<file path="src/sv/button_gesture_led_breath_control_top_macros.svh">
// Assertion macros shared by the event queue and LED machine RTL.
// Each macro expects signals named clk and rst_n in the enclosing module.
`ifndef BUTTON_GESTURE_LED_BREATH_CONTROL_TOP_MACROS_SVH
`define BUTTON_GESTURE_LED_BREATH_CONTROL_TOP_MACROS_SVH

// Same-cycle implication, off while reset is held.
`define BGLB_ASSERT_IMP(label, ante, cons) \
    label: assert property (@(posedge clk) disable iff (!rst_n) (ante) |-> (cons)) \
        else $error("bglb assertion failed");

// Next-cycle implication, off while reset is held.
`define BGLB_ASSERT_NXT(label, ante, cons) \
    label: assert property (@(posedge clk) disable iff (!rst_n) (ante) |=> (cons)) \
        else $error("bglb assertion failed");

`endif

</file>
<file path="src/sv/bglb_pkg.sv">
// ----------------------------------------------------------------------------
// bglb_pkg
// Shared types and constants for the button gesture and LED breathing block.
// ----------------------------------------------------------------------------
`default_nettype none

package bglb_pkg;

    localparam int COUNT_BITS = 16;
    localparam int DUTY_BITS  = 8;
    localparam int DUTY_STEP  = 2;
    localparam int Q_DEPTH    = 2;
    localparam int Q_AW       = (Q_DEPTH > 1) ? $clog2(Q_DEPTH) : 1;
    localparam int Q_CW       = $clog2(Q_DEPTH + 1);

    localparam logic [COUNT_BITS-1:0] CNT_MAX = {COUNT_BITS{1'b1}};

    // Key events.
    localparam logic [1:0] EV_NONE     = 2'd0;
    localparam logic [1:0] EV_LONG     = 2'd1;
    localparam logic [1:0] EV_LONG_REL = 2'd2;
    localparam logic [1:0] EV_DOUBLE   = 2'd3;

    // LED modes.
    localparam logic [2:0] MODE_OFF     = 3'd0;
    localparam logic [2:0] MODE_HOLD    = 3'd1;
    localparam logic [2:0] MODE_BOTH_ON = 3'd2;
    localparam logic [2:0] MODE_RAMP    = 3'd3;
    localparam logic [2:0] MODE_FROZEN  = 3'd4;

    // Configuration register indexes.
    localparam logic [1:0] REG_LONG_PRESS  = 2'd0;
    localparam logic [1:0] REG_DOUBLE_GAP  = 2'd1;
    localparam logic [1:0] REG_BREATH_STEP = 2'd2;
    localparam logic [1:0] REG_DUTY_MAX    = 2'd3;

    typedef struct packed {
        logic [15:0] long_press_ticks;
        logic [15:0] double_gap_ticks;
        logic [15:0] breath_step_ticks;
        logic [7:0]  duty_max;
    } cfg_t;

    // One event word handed from the detector to the queue.
    typedef struct packed {
        logic       valid;
        logic [1:0] ev;
    } ev_push_t;

    // Queue status seen by the LED machine.
    typedef struct packed {
        logic       valid;
        logic [1:0] ev;
    } ev_head_t;

endpackage

`default_nettype wire

</file>
<file path="src/sv/button_gesture_led_breath_control_top.sv">
// ----------------------------------------------------------------------------
// button_gesture_led_breath_control_top
// Button long-press / double-click detector driving a five-mode LED machine.
//
//   channel  signals                                           direction
//   input    in_valid, in_ready, key_pressed                   in
//   output   out_valid, out_ready, pwm_duty, led1_switch,
//            led2_on, led_mode, key_event                      out
//   config   cfg_valid, cfg_ready, cfg_index, cfg_data         in
//
// One scan tick is taken per clock while the queue is not full; each word's
// result is registered in the queue, then in the LED machine's output reg.
// The two-entry event queue lets the detector keep accepting while a result
// waits; the input stalls only when the queue is full.
// Reset is asynchronous; it restores config and control state, not data regs.
// Configuration writes are always accepted.
// ----------------------------------------------------------------------------
`default_nettype none

module button_gesture_led_breath_control_top
    import bglb_pkg::*;
(
    input  wire logic        clk,
    input  wire logic        rst_n,
    input  wire logic        in_valid,
    output logic             in_ready,
    input  wire logic        key_pressed,
    output logic             out_valid,
    input  wire logic        out_ready,
    output logic [7:0]       pwm_duty,
    output logic             led1_switch,
    output logic             led2_on,
    output logic [2:0]       led_mode,
    output logic [1:0]       key_event,
    input  wire logic        cfg_valid,
    output logic             cfg_ready,
    input  wire logic [1:0]  cfg_index,
    input  wire logic [15:0] cfg_data
);

    cfg_t     cfg_reg;
    ev_push_t push;
    ev_head_t head;
    logic     q_full;
    logic     pop;
    logic     accept;

    assign cfg_ready = 1'b1;
    assign in_ready  = !q_full;
    assign accept    = in_valid && in_ready;

    always_ff @(posedge clk or negedge rst_n)
    begin
        if (!rst_n)
        begin
            cfg_reg.long_press_ticks  <= 16'd200;
            cfg_reg.double_gap_ticks  <= 16'd60;
            cfg_reg.breath_step_ticks <= 16'd4;
            cfg_reg.duty_max          <= 8'd100;
        end
        else if (cfg_valid)
        begin
            case (cfg_index)
                REG_LONG_PRESS:  cfg_reg.long_press_ticks  <= cfg_data;
                REG_DOUBLE_GAP:  cfg_reg.double_gap_ticks  <= cfg_data;
                REG_BREATH_STEP: cfg_reg.breath_step_ticks <= cfg_data;
                REG_DUTY_MAX:    cfg_reg.duty_max          <= cfg_data[7:0];
                default:         cfg_reg                   <= cfg_reg;
            endcase
        end
    end

    bglb_front u_front (
        .clk         (clk),
        .rst_n       (rst_n),
        .accept      (accept),
        .key_pressed (key_pressed),
        .cfg         (cfg_reg),
        .push        (push)
    );

    bglb_queue u_queue (
        .clk   (clk),
        .rst_n (rst_n),
        .push  (push),
        .pop   (pop),
        .full  (q_full),
        .head  (head)
    );

    bglb_back u_back (
        .clk         (clk),
        .rst_n       (rst_n),
        .head        (head),
        .cfg         (cfg_reg),
        .pop         (pop),
        .out_valid   (out_valid),
        .out_ready   (out_ready),
        .pwm_duty    (pwm_duty),
        .led1_switch (led1_switch),
        .led2_on     (led2_on),
        .led_mode    (led_mode),
        .key_event   (key_event)
    );

endmodule

`default_nettype wire

</file>
<file path="src/sv/bglb_front.sv">
// ----------------------------------------------------------------------------
// bglb_front
// Gesture detector: tracks the key level and tick counters, emits one event
// word for every accepted scan tick.
// ----------------------------------------------------------------------------
`default_nettype none

module bglb_front
    import bglb_pkg::*;
(
    input  wire logic     clk,
    input  wire logic     rst_n,
    input  wire logic     accept,
    input  wire logic     key_pressed,
    input  wire cfg_t     cfg,
    output ev_push_t      push
);

    logic                  level_reg, level_next;
    logic [COUNT_BITS-1:0] press_cnt_reg, press_cnt_next;
    logic [COUNT_BITS-1:0] rel_cnt_reg, rel_cnt_next;
    logic                  long_reg, long_next;
    logic                  short_reg, short_next;
    logic [1:0]            ev;
    logic [COUNT_BITS-1:0] press_inc;
    logic [COUNT_BITS-1:0] rel_inc;
    logic                  in_gap;
    logic                  long_due;

    assign press_inc = (press_cnt_reg == CNT_MAX) ? CNT_MAX : press_cnt_reg + 1'b1;
    assign rel_inc   = (rel_cnt_reg == CNT_MAX) ? CNT_MAX : rel_cnt_reg + 1'b1;
    assign in_gap    = ({16'd0, rel_inc} < {{COUNT_BITS{1'b0}}, cfg.double_gap_ticks});
    assign long_due  = ({16'd0, press_inc} >= {{COUNT_BITS{1'b0}}, cfg.long_press_ticks});

    always_comb
    begin
        level_next     = level_reg;
        press_cnt_next = press_inc;
        rel_cnt_next   = rel_inc;
        long_next      = long_reg;
        short_next     = short_reg;
        ev             = EV_NONE;
        if (key_pressed != level_reg)
        begin
            level_next = key_pressed;
            if (key_pressed)
            begin
                press_cnt_next = '0;
                long_next      = 1'b0;
                if (short_reg && in_gap)
                begin
                    short_next = 1'b0;
                    ev         = EV_DOUBLE;
                end
            end
            else
            begin
                rel_cnt_next = '0;
                if (long_reg)
                begin
                    ev = EV_LONG_REL;
                end
                else
                begin
                    short_next = 1'b1;
                end
            end
        end
        else
        begin
            if (key_pressed && !long_reg && long_due)
            begin
                long_next = 1'b1;
                ev        = EV_LONG;
            end
            if (short_reg && !in_gap)
            begin
                short_next = 1'b0;
            end
        end
    end

    always_ff @(posedge clk or negedge rst_n)
    begin
        if (!rst_n)
        begin
            level_reg     <= 1'b0;
            press_cnt_reg <= '0;
            rel_cnt_reg   <= '0;
            long_reg      <= 1'b0;
            short_reg     <= 1'b0;
        end
        else if (accept)
        begin
            level_reg     <= level_next;
            press_cnt_reg <= press_cnt_next;
            rel_cnt_reg   <= rel_cnt_next;
            long_reg      <= long_next;
            short_reg     <= short_next;
        end
    end

    assign push.valid = accept;
    assign push.ev    = ev;

endmodule

`default_nettype wire

</file>
<file path="src/sv/bglb_queue.sv">
// ----------------------------------------------------------------------------
// bglb_queue
// Short event queue between the gesture detector and the LED machine.
// ----------------------------------------------------------------------------
`default_nettype none

`include "button_gesture_led_breath_control_top_macros.svh"

module bglb_queue
    import bglb_pkg::*;
(
    input  wire logic     clk,
    input  wire logic     rst_n,
    input  wire ev_push_t push,
    input  wire logic     pop,
    output logic          full,
    output ev_head_t      head
);

    logic [1:0]      ent_reg [Q_DEPTH];
    logic [Q_AW-1:0] wr_ptr_reg;
    logic [Q_AW-1:0] rd_ptr_reg;
    logic [Q_CW-1:0] cnt_reg, cnt_next;

    assign full       = (cnt_reg == Q_CW'(Q_DEPTH));
    assign head.valid = (cnt_reg != '0);
    assign head.ev    = ent_reg[rd_ptr_reg];

    always_comb
    begin
        cnt_next = cnt_reg;
        if (push.valid && !pop)
        begin
            cnt_next = cnt_reg + 1'b1;
        end
        else if (pop && !push.valid)
        begin
            cnt_next = cnt_reg - 1'b1;
        end
    end

    always_ff @(posedge clk)
    begin
        if (push.valid)
        begin
            ent_reg[wr_ptr_reg] <= push.ev;
        end
    end

    always_ff @(posedge clk or negedge rst_n)
    begin
        if (!rst_n)
        begin
            wr_ptr_reg <= '0;
            rd_ptr_reg <= '0;
            cnt_reg    <= '0;
        end
        else
        begin
            if (push.valid)
            begin
                wr_ptr_reg <= (wr_ptr_reg == Q_AW'(Q_DEPTH - 1)) ? '0 : wr_ptr_reg + 1'b1;
            end
            if (pop)
            begin
                rd_ptr_reg <= (rd_ptr_reg == Q_AW'(Q_DEPTH - 1)) ? '0 : rd_ptr_reg + 1'b1;
            end
            cnt_reg <= cnt_next;
        end
    end

    `BGLB_ASSERT_IMP(a_cnt_bound, 1'b1, cnt_reg <= Q_CW'(Q_DEPTH))
    `BGLB_ASSERT_IMP(a_pop_nonempty, pop, cnt_reg != '0)
    `BGLB_ASSERT_NXT(a_push_grows, push.valid && !pop, cnt_reg == $past(cnt_reg) + 1'b1)

endmodule

`default_nettype wire

</file>
<file path="src/sv/bglb_back.sv">
// ----------------------------------------------------------------------------
// bglb_back
// LED mode machine: applies one event word per cycle unless out_ready stalls
// it, runs the breathing ramp and holds the result word in the output register.
// ----------------------------------------------------------------------------
`default_nettype none

`include "button_gesture_led_breath_control_top_macros.svh"

module bglb_back
    import bglb_pkg::*;
(
    input  wire logic     clk,
    input  wire logic     rst_n,
    input  wire ev_head_t head,
    input  wire cfg_t     cfg,
    output logic          pop,
    output logic          out_valid,
    input  wire logic     out_ready,
    output logic [7:0]    pwm_duty,
    output logic          led1_switch,
    output logic          led2_on,
    output logic [2:0]    led_mode,
    output logic [1:0]    key_event
);

    logic [2:0]           mode_reg, mode_next;
    logic [DUTY_BITS-1:0] duty_reg, duty_next;
    logic                 down_reg, down_next;
    logic [15:0]          step_reg, step_next;
    logic [DUTY_BITS-1:0] frozen_reg, frozen_next;
    logic                 latch_reg, latch_next;
    logic                 out_valid_reg;
    logic [7:0]           pwm_reg, pwm_next;
    logic                 led2_reg, led2_next;
    logic [1:0]           event_reg;
    logic [15:0]          step_inc;
    logic [DUTY_BITS:0]   ramp_sum;
    logic [DUTY_BITS:0]   ramp_val;
    logic [DUTY_BITS-1:0] duty_ev;
    logic                 down_ev;

    assign pop = head.valid && (!out_valid_reg || out_ready);

    always_comb
    begin
        mode_next   = mode_reg;
        duty_ev     = duty_reg;
        down_ev     = down_reg;
        frozen_next = frozen_reg;
        case (head.ev)
            EV_LONG:     mode_next = MODE_HOLD;
            EV_LONG_REL: mode_next = MODE_BOTH_ON;
            EV_DOUBLE:
            begin
                if (mode_reg != MODE_RAMP)
                begin
                    mode_next = MODE_RAMP;
                    duty_ev   = '0;
                    down_ev   = 1'b0;
                end
                else
                begin
                    frozen_next = duty_reg;
                    mode_next   = MODE_FROZEN;
                end
            end
            default:     mode_next = mode_reg;
        endcase
    end

    // Breathing ramp: one step of DUTY_STEP each time the step counter expires.
    assign step_inc = step_reg + 1'b1;
    assign ramp_sum = {1'b0, duty_ev} + (DUTY_BITS+1)'(DUTY_STEP);
    assign ramp_val = {1'b0, duty_ev} - (DUTY_BITS+1)'(DUTY_STEP);

    always_comb
    begin
        duty_next = duty_ev;
        down_next = down_ev;
        step_next = step_reg;
        if (mode_next == MODE_RAMP)
        begin
            step_next = step_inc;
            if (step_inc >= cfg.breath_step_ticks)
            begin
                step_next = '0;
                if (down_ev && (duty_ev <= DUTY_BITS'(DUTY_STEP)))
                begin
                    duty_next = '0;
                    down_next = 1'b0;
                end
                else if ((down_ev ? ramp_val : ramp_sum) >= {1'b0, cfg.duty_max})
                begin
                    duty_next = cfg.duty_max;
                    down_next = 1'b1;
                end
                else
                begin
                    duty_next = down_ev ? ramp_val[DUTY_BITS-1:0] : ramp_sum[DUTY_BITS-1:0];
                end
            end
        end
    end

    always_comb
    begin
        latch_next = latch_reg;
        led2_next  = 1'b0;
        pwm_next   = '0;
        case (mode_next)
            MODE_OFF:    latch_next = 1'b0;
            MODE_HOLD:
            begin
                latch_next = 1'b1;
                pwm_next   = cfg.duty_max;
            end
            MODE_BOTH_ON:
            begin
                latch_next = 1'b1;
                led2_next  = 1'b1;
                pwm_next   = cfg.duty_max;
            end
            MODE_RAMP:   pwm_next = duty_next;
            MODE_FROZEN: pwm_next = frozen_next;
            default:     pwm_next = '0;
        endcase
    end

    always_ff @(posedge clk or negedge rst_n)
    begin
        if (!rst_n)
        begin
            mode_reg      <= MODE_OFF;
            duty_reg      <= '0;
            down_reg      <= 1'b0;
            step_reg      <= '0;
            frozen_reg    <= '0;
            latch_reg     <= 1'b0;
            out_valid_reg <= 1'b0;
        end
        else
        begin
            if (pop)
            begin
                mode_reg      <= mode_next;
                duty_reg      <= duty_next;
                down_reg      <= down_next;
                step_reg      <= step_next;
                frozen_reg    <= frozen_next;
                latch_reg     <= latch_next;
                out_valid_reg <= 1'b1;
            end
            else if (out_ready)
            begin
                out_valid_reg <= 1'b0;
            end
        end
    end

    always_ff @(posedge clk)
    begin
        if (pop)
        begin
            pwm_reg   <= pwm_next;
            led2_reg  <= led2_next;
            event_reg <= head.ev;
        end
    end

    assign out_valid   = out_valid_reg;
    assign pwm_duty    = pwm_reg;
    assign led1_switch = latch_reg;
    assign led2_on     = led2_reg;
    assign led_mode    = mode_reg;
    assign key_event   = event_reg;

    `BGLB_ASSERT_IMP(a_led2_all_on, out_valid_reg && led2_reg, mode_reg == MODE_BOTH_ON)
    `BGLB_ASSERT_NXT(a_double_freezes, pop && head.ev == EV_DOUBLE && mode_reg == MODE_RAMP,
                     mode_reg == MODE_FROZEN)
    `BGLB_ASSERT_NXT(a_pop_fills_out, pop, out_valid_reg)

endmodule

`default_nettype wire
</file>
<file path="config.mk">
export PLATFORM = sky130hd
export DESIGN_NAME = button_gesture_led_breath_control_top
export DESIGN_NICKNAME = d
export VERILOG_FILES = /design/src/sv/bglb_pkg.sv /design/src/sv/button_gesture_led_breath_control_top.sv /design/src/sv/bglb_front.sv /design/src/sv/bglb_queue.sv /design/src/sv/bglb_back.sv
export VERILOG_INCLUDE_DIRS = /design/src /design/src/sv
export SDC_FILE = /design/constraint.sdc
export NUM_CORES = 1
export LEC_CHECK = 0
export ABC_AREA = 1
export BUFFER_PORTS_ARGS = -buffer_cell sky130_fd_sc_hd__buf_2
export CAP_MARGIN = 25
export CORE_MARGIN = 2
export CORE_UTILIZATION = 30
export DETAILED_ROUTE_END_ITERATION = 8
export PLACE_DENSITY_LB_ADDON = 0.3
export SYNTH_ARGS = -nofsm -noshare
export SYNTH_HDL_FRONTEND = slang
export SYNTH_SLANG_ARGS = --single-unit
</file>
<file path="constraint.sdc">
create_clock -name clk -period 4.05 [get_ports clk]
set_input_delay 0.81 -clock clk [delete_from_list [all_inputs] [get_ports clk]]
set_output_delay 0.81 -clock clk [all_outputs]
set_load 0.05 [all_outputs]
</file>
## Word level (Yosys, flattened, before mapping)

Memories as Yosys holds them, arrays and structs flattened.
Index checks and enable logic that the tools add are counted.

- Add/sub/neg operators: 9
- Magnitude comparators: 5
- Equal/unequal tests: 18
- Multiplexer cells: 49
- Reductions and logical operators: 34

Operators by type and width:

| kind | number |
|---|---|
| 2-to-1 mux 16 bit | 7 |
| 2-to-1 mux 8 bit | 9 |
| adder 16 x 1 -> 16 bit (second input constant) | 3 |
| == test 16 bit (second input constant) | 2 |
| greater-or-equal comparator 16 bit | 2 |
| one-hot mux 8 bit (3 select lines) | 1 |
| 2-to-1 mux 1 bit | 22 |
| less-than comparator 16 bit | 1 |
| AND reduction 2 bit | 7 |
| 2-to-1 mux 2 bit | 6 |
| nonzero test 2 bit | 6 |
| == test 2 bit (second input constant) | 5 |
| adder 8 x 2 -> 9 bit (second input constant) | 1 |
| greater-or-equal comparator 9 x 8 -> 1 bit | 1 |
| logical AND 1 bit | 9 |
| 2-to-1 mux 9 bit | 1 |
| one-hot mux 3 bit (3 select lines) | 1 |
| subtractor 8 x 2 -> 9 bit (second input constant) | 1 |
| <= comparator 8 x 2 -> 1 bit (second input constant) | 1 |
| == test 3 x 2 -> 1 bit (second input constant) | 2 |
| zero test 1 bit | 6 |
| != test 3 bit (second input constant) | 2 |
| == test 2 x 1 -> 1 bit (second input constant) | 2 |
| AND reduction 4 bit | 1 |
| other kinds (15) | 16 |

- Bits in registers: 144
- Memory bits (writable): 4
- Input port bits: 24
- Output and inout port bits: 18
- Logic and storage cells: 138
- Memories kept: 1

Memories:

| name | words | width | read ports | clocked after memory_dff | wr ports | RTL line | text |
|---|---|---|---|---|---|---|---|
| u_queue.ent_reg | 2 | 2 | 1 | 0 | 1 | bglb_queue.sv:20 | `logic [1:0] ent_reg [Q_DEPTH];` |

## Depth between registers and ports, before layout

- Depth after elaboration: 11
- Mapped depth: 30
- Mapped depth without buffers: 29

## Hierarchy

A second synthesis with hierarchy kept.

- Cell total of the unflattened synthesis: 1260
- Area total of the unflattened synthesis: 9616.7 um2

Modules (own cells, without submodules):

| module | instances | cells an instance | area an instance (um2) | seq. area each (um2) |
|---|---|---|---|---|
| bglb_back | 1 | 536 | 3901.2 | 1281.2 |
| bglb_front | 1 | 439 | 3042.9 | 875.8 |
| button_gesture_led_breath_control_top | 1 | 254 | 2321.0 | 1415.1 |
| bglb_queue | 1 | 31 | 351.6 | 220.2 |

## Least setup slack after synthesis

No wires, ideal clock.

- Kind: reg-to-reg
- Start: register u_back.mode_reg[2] (netlist: u_back.led_mode[2])
- End: register u_back.pwm_reg[7] (netlist: u_back.pwm_duty[7]) (data pin)
- Library setup time: 0.252 ns
- Arrival: 3.309 ns
- Data required time: 3.798 ns
- Slack: 0.489 ns
- Cell stages (with the launch flop): 27
- Path buffers: 1
- Clock period less this slack: 3.561 ns
- Path through: dfrtp_1 > inv_1 > nand3_1 > nand2_4 > buf_6 > nand2_1 > inv_1 > ha_1 > nand2_1 > o21ai_0 > ha_1 > a21oi_1 > nor2_1 > nor2_1 > nand2_1 > o21bai_1 > nand2_1 > nand2_1 > nand2_1 > nor2_1 > nand2_4 > inv_2 > nand2_1 > nand3_1 > nand2_1 > nand2_1 > nand2_1

- Word-level cells in the longest chain between the ends: 11
- Elaborated cells between the ends (all ways): 26
- Those cells by class: add/sub: 2; order compare: 2; eq/ne: 5; mux: 15; reduce/logical: 2

RTL lines:

| what | RTL line | text |
|---|---|---|
| from (decl) | bglb_back.sv:27 | `logic [2:0] mode_reg, mode_next;` |
| from (signal assigned) | bglb_back.sv:146 | `mode_reg <= mode_next;` |
| != test 3 x 2 -> 1 bit | bglb_back.sv:56 | `if (mode_reg != MODE_RAMP)` |
| 2-to-1 mux 8 bit | bglb_back.sv:56 |  |
| 2-to-1 mux 8 bit | bglb_back.sv:51 | `case (head.ev)` |
| adder 8 x 2 -> 9 bit / subtractor 8 x 2 -> 9 bit (equally long branches) | bglb_back.sv:74, bglb_back.sv:75 |  |
| 2-to-1 mux 9 bit | bglb_back.sv:93 | `else if ((down_ev ? ramp_val : ramp_sum) >= {1'b0, cfg.duty_max})` |
| greater-or-equal comparator 9 x 8 -> 1 bit | bglb_back.sv:93 |  |
| 2-to-1 mux 8 bit | bglb_back.sv:93 |  |
| 2-to-1 mux 8 bit | bglb_back.sv:88 | `if (down_ev && (duty_ev <= DUTY_BITS'(DUTY_STEP)))` |
| 2-to-1 mux 8 bit | bglb_back.sv:85 | `if (step_inc >= cfg.breath_step_ticks)` |
| 2-to-1 mux 8 bit | bglb_back.sv:82 | `if (mode_next == MODE_RAMP)` |
| one-hot mux 8 bit (3 select lines) (*) | bglb_back.sv:111 | `case (mode_next)` |
| net u_back.pwm_next[7] | bglb_back.sv:34 | `logic [7:0] pwm_reg, pwm_next;` |
| to (signal assigned) | bglb_back.sv:165 | `pwm_reg <= pwm_next;` |
| to (decl) | bglb_back.sv:34 |  |

Mark *: on every way through the listed nets, which the timed path passes. The rest lies on a longest branch.
A chain may end at the register's enable or synchronous reset.

## Final worst setup path

- Start: register u_queue.rd_ptr_reg
- End: register u_back.pwm_reg[7] (netlist: u_back.pwm_duty[7]) (data pin)

- Word-level cells in the longest chain between the ends: 11
- Elaborated cells between the ends (all ways): 25
- Those cells by class: add/sub: 2; order compare: 2; eq/ne: 7; mux: 11; reduce/logical: 2; memory: 1

RTL lines:

| what | RTL line | text |
|---|---|---|
| from (decl) | bglb_queue.sv:22 | `logic [Q_AW-1:0] rd_ptr_reg;` |
| from (signal assigned) | bglb_queue.sv:66 | `rd_ptr_reg <= (rd_ptr_reg == Q_AW'(Q_DEPTH - 1)) ? '0 : rd_ptr_reg + 1'b1;` |
| memory read (2 x 2 bit) (*) | n/a |  |
| == test 2 bit | bglb_back.sv:51 |  |
| 2-to-1 mux 8 bit | bglb_back.sv:51 |  |
| adder 8 x 2 -> 9 bit / subtractor 8 x 2 -> 9 bit (equally long branches) | bglb_back.sv:74, bglb_back.sv:75 |  |
| 2-to-1 mux 9 bit | bglb_back.sv:93 |  |
| greater-or-equal comparator 9 x 8 -> 1 bit | bglb_back.sv:93 |  |
| 2-to-1 mux 8 bit | bglb_back.sv:93 |  |
| 2-to-1 mux 8 bit | bglb_back.sv:88 |  |
| 2-to-1 mux 8 bit | bglb_back.sv:85 |  |
| 2-to-1 mux 8 bit | bglb_back.sv:82 |  |
| one-hot mux 8 bit (3 select lines) (*) | bglb_back.sv:111 |  |
| net u_back.pwm_next[7] | bglb_back.sv:34 |  |

Marked as above.

==> results.py <==
metrics = {
    "synth": {
        "synth.distinct_cells": 44,
        "syn_nets": 1249,
        "ys_seq_area_share_pct": 42.5,
        "yosysTopAreaCell": "dfrtp_1",
        "ys_seq_elements": 148,
        "synth_cells": 1163,
        "yosysMostFrequentCell": "nand2_1",
        "syn_avg_cell_area_sq_um": 7.67,
        "synth_area_sq_um": 8920,
        "synth_ff_type": "dfrtp_1",
        "synth_top_area_share_pct": 34.2,
        "synthTopCellsByCount": "nand2_1, inv_1, dfrtp_1",
        "synthArstFlopShare_pct": 89.9,
        "synth_area_leaders": "dfrtp_1, nand2_1, inv_1, ha_1, o21ai_0",
        "synth_edf_count": 15,
        "ys_warn_count": 0,
    },
    "timing": {
        "worst_pin_slew_ns": 1.01,
        "finalMaxSlewViolations": 0,
        "worst_slack_ns": 0.349,
        "slew_headroom_pct": 32.4,
        "finalSetupTns_ns": 0,
        "rsz0062_at_grt": "no",
        "post-route-period-util_pct": 91.4,
        "max_freq_mhz": 270,
        "setup_violations": 0,
        "layout_min_cycle_time_ns": 3.70,
        "fin_worst_skew_ns": 0.0131,
        "hold_viol": 0,
    },
    "route": {
        "topRoutingLayerUsed": "met5",
        "vias": 7355,
        "drt_pass1_iterations": 5,
        "wire_per_inst_microns": 13.2,
        "postRouteAntennaNets": 0,
        "met1_length_mm": 10.2,
        "drt_wl_total_mm": 21.3,
        "dr_wl_met2_mm": 9.88,
        "drcViolationCount": 0,
        "via_per_inst": 4.57,
        "drt_iter0_drc": 501,
        "dr_wl_met3_microns": 771,
    },
    "pwr": {
        "power_mw": 6.45,
        "p_per_area_nw_per_um2": 630,
        "leakage_nw": 5.30,
        "vdd_ir_drop_max_mv": 0.256,
    },
    "floorplan": {
        "die_height_microns": 176,
        "std_cell_rows": 63,
        "die_x_microns": 176,
        "start_util_pct": 30.2,
        "io_pins": 42,
        "die_area_sq_um": 31100,
        "core_sq_um": 29500,
    },
    "worst_setup_path": {
        "slowest_stage": "dfrtp_1",
        "crit_top_cell": "nand2_1",
        "slowest_delay_ns": 0.43,
        "cp-start-kind": "register",
        "crit_required_ns": 4.22,
        "crit_family": "simple AND/OR/NAND/NOR gates",
        "path_buf_inv": 3,
        "worstSetupEndpointType": "register",
        "crit_type": "reg -> reg",
        "cp_max_fo": 15,
        "arrival_ns": 3.87,
    },
    "place": {
        "gp_routability_congestion": 0.899,
        "pre_cts_slack_ns": 0.255,
        "hpwl_mm": 15.9,
        "port_buffers": 40,
    },
    "status": {
        "status": "finished clean",
    },
    "clocking": {
        "cts_tree": "yes",
        "clkLatencyLatePin_ns": 0.43,
        "postCtsHoldBufs": 0,
        "cts_buffers": 17,
        "clockRootBuffer": "clkbuf_16",
        "h-tree-depth": 4,
        "clk_path_buf_depth": 2,
        "cts.sinks": 148,
        "cts.clk_slew.worst_paths_ns": 0.07,
    },
    "global_route": {
        "grt_first_pass_wirelength_mm": 35.9,
        "track_usage_pct": 14.4,
        "grt_max_degree": 84,
        "grt_pass1_vias": 7191,
        "grt.overflow.total": 0,
        "antenna_found_initial": 1,
    },
    "finish": {
        "drive_gt1_share_pct": 10.7,
        "n_antenna_cell": 0,
        "area_delta_synth_final_pct": 14.8,
        "fin_util_pct": 34.7,
        "largest_register_ffs": 56,
        "nets": 1294,
    },
    "min_path": {
        "hold_class": "in -> async",
    },
    "run": {
        "maxCapViolations": 0,
    },
}
-- what timing repair did --
item                       CTS  global route
setup buffers                0             1
setup endpoints to repair    0            18
gates resized for setup      0            10
-- per-stage QoR --
| stage | cell area, sq um | instances | hold WS, ns |
|---|---|---|---|
| after floorplan | 8920 | 1163 | 0.446 |
| after detailed placement | 9600 | 1578 | 0.466 |
| after global routing | 10200 | 1611 | 0.488 |
| after CTS | 10200 | 1610 | 0.480 |
| final | 10200 | 1611 | 0.430 |
| after global placement | 9590 | 1577 | 0.461 |
-- cell type report --
cell class                 instances  area, sq um
inverter                         221          833
clock inverter                    14          139
tap                              390          488
clock buffer                      18          450
timing repair buffer              52          304
fill                            3120        19200
multi-input combinational        768         4230
sequential                       148         3790
-- power breakdown --
| group | switching [mW] | internal [mW] |
|---|---|---|
| Combinational | 1.83 | 0.844 |
| Sequential | 0.243 | 1.93 |
| Clock | 0.700 | 0.900 |
-- cells by family after synthesis --
group	after synthesis	synth area share [%]
AND/OR/NAND/NOR	462	22.0
XOR/XNOR	38	3.73
adder cells (fa/ha/maj)	62	8.70
flip-flops	148	42.5
buffers and inverters	247	10.5
other	1	0.0421
AO/OA/AOI/OAI	205	12.5
-- final timing paths --
kind | startpoint | to | slack [ns] | depth (start not counted)
min reg2reg | u_queue.cnt_reg[0]$_DFFE_PN0P_ | u_queue.cnt_reg[0]$_DFFE_PN0P_ | 0.48 | 1
min in group clk | u_queue.cnt_reg[0]$_DFFE_PN0P_ | u_queue.cnt_reg[0]$_DFFE_PN0P_ | 0.48 | 1
max in group asynchronous | rst_n | cfg_reg[46]$_DFFE_PN1P_ | 2.65 | 2
max reg2reg | u_queue.rd_ptr_reg$_DFFE_PN0P_ | u_back.pwm_duty[7]$_DFFE_PP_ | 0.35 | 27
min | rst_n | u_back.step_reg[11]$_DFFE_PN0P_ | 0.43 | 1
max | u_queue.rd_ptr_reg$_DFFE_PN0P_ | u_back.pwm_duty[7]$_DFFE_PP_ | 0.35 | 27
-- layout by cell type (no fill, tap or decap), types with 2 or more instances in the layout --
master      netlist  final
nand2_2           6      5
and3_1            2      2
o31ai_1           3      3
buf_2             1     39
clkinv_1          3      2
nor2_2            1      3
ha_1             62     62
clkinv_4          0      4
nand4_1          15     15
nand2_1         286    286
edfxtp_1         15     15
dfstp_2          11     11
o21ai_2           2      2
clkbuf_16         0     18
o21ai_0         112    112
inv_1           211    211
nand3_1          53     53
nor3_2            0      4
or2_2             2      2
nor3_1           14     10
a22o_1            2      2
o22ai_1          28     28
nor2_4            3      3
inv_2             7      7
o21ai_1          12     12
nand2_4           3      4
dfrtp_1         122    122
clkinvlp_4        0      2
nor4_1            2      2
buf_4             1     11
inv_6             0      7
xor2_1           37     37
a21oi_1          36     34
o21bai_1          3      3
nor2_1           72     70
-- worst reg2reg max path, stage by stage, from the launching register on --
cell and delay, ns:
dfrtp_1 0.43, o21ai_2 0.31, nor2_4 0.08, nand2_4 0.17, nand2_2 0.13, inv_1 0.12, ha_1 0.19, nand2_1 0.06
nand2_1 0.07, xor2_1 0.21, inv_1 0.07, ha_1 0.28, nand2_1 0.09, nor2_1 0.05, nor2_1 0.08, nand2_1 0.05
o21bai_1 0.11, nand2_1 0.06, nand2_1 0.05, nand2_1 0.05, nor2_2 0.26, nand2_4 0.15, inv_2 0.08, nand2_1 0.04
nand3_1 0.06, nand2_1 0.07, nand2_1 0.06, nand2_1 0.05
-- metal layers --
metal / vias to the layer above / global-route usage, %
met5: - / 0
met4: 2 / 4.68
met3: 28 / 2.99
met2: 102 / 23.4
met1: 3416 / 19.0
li1: 3807 / -
(Power assumes the default switching activity.)
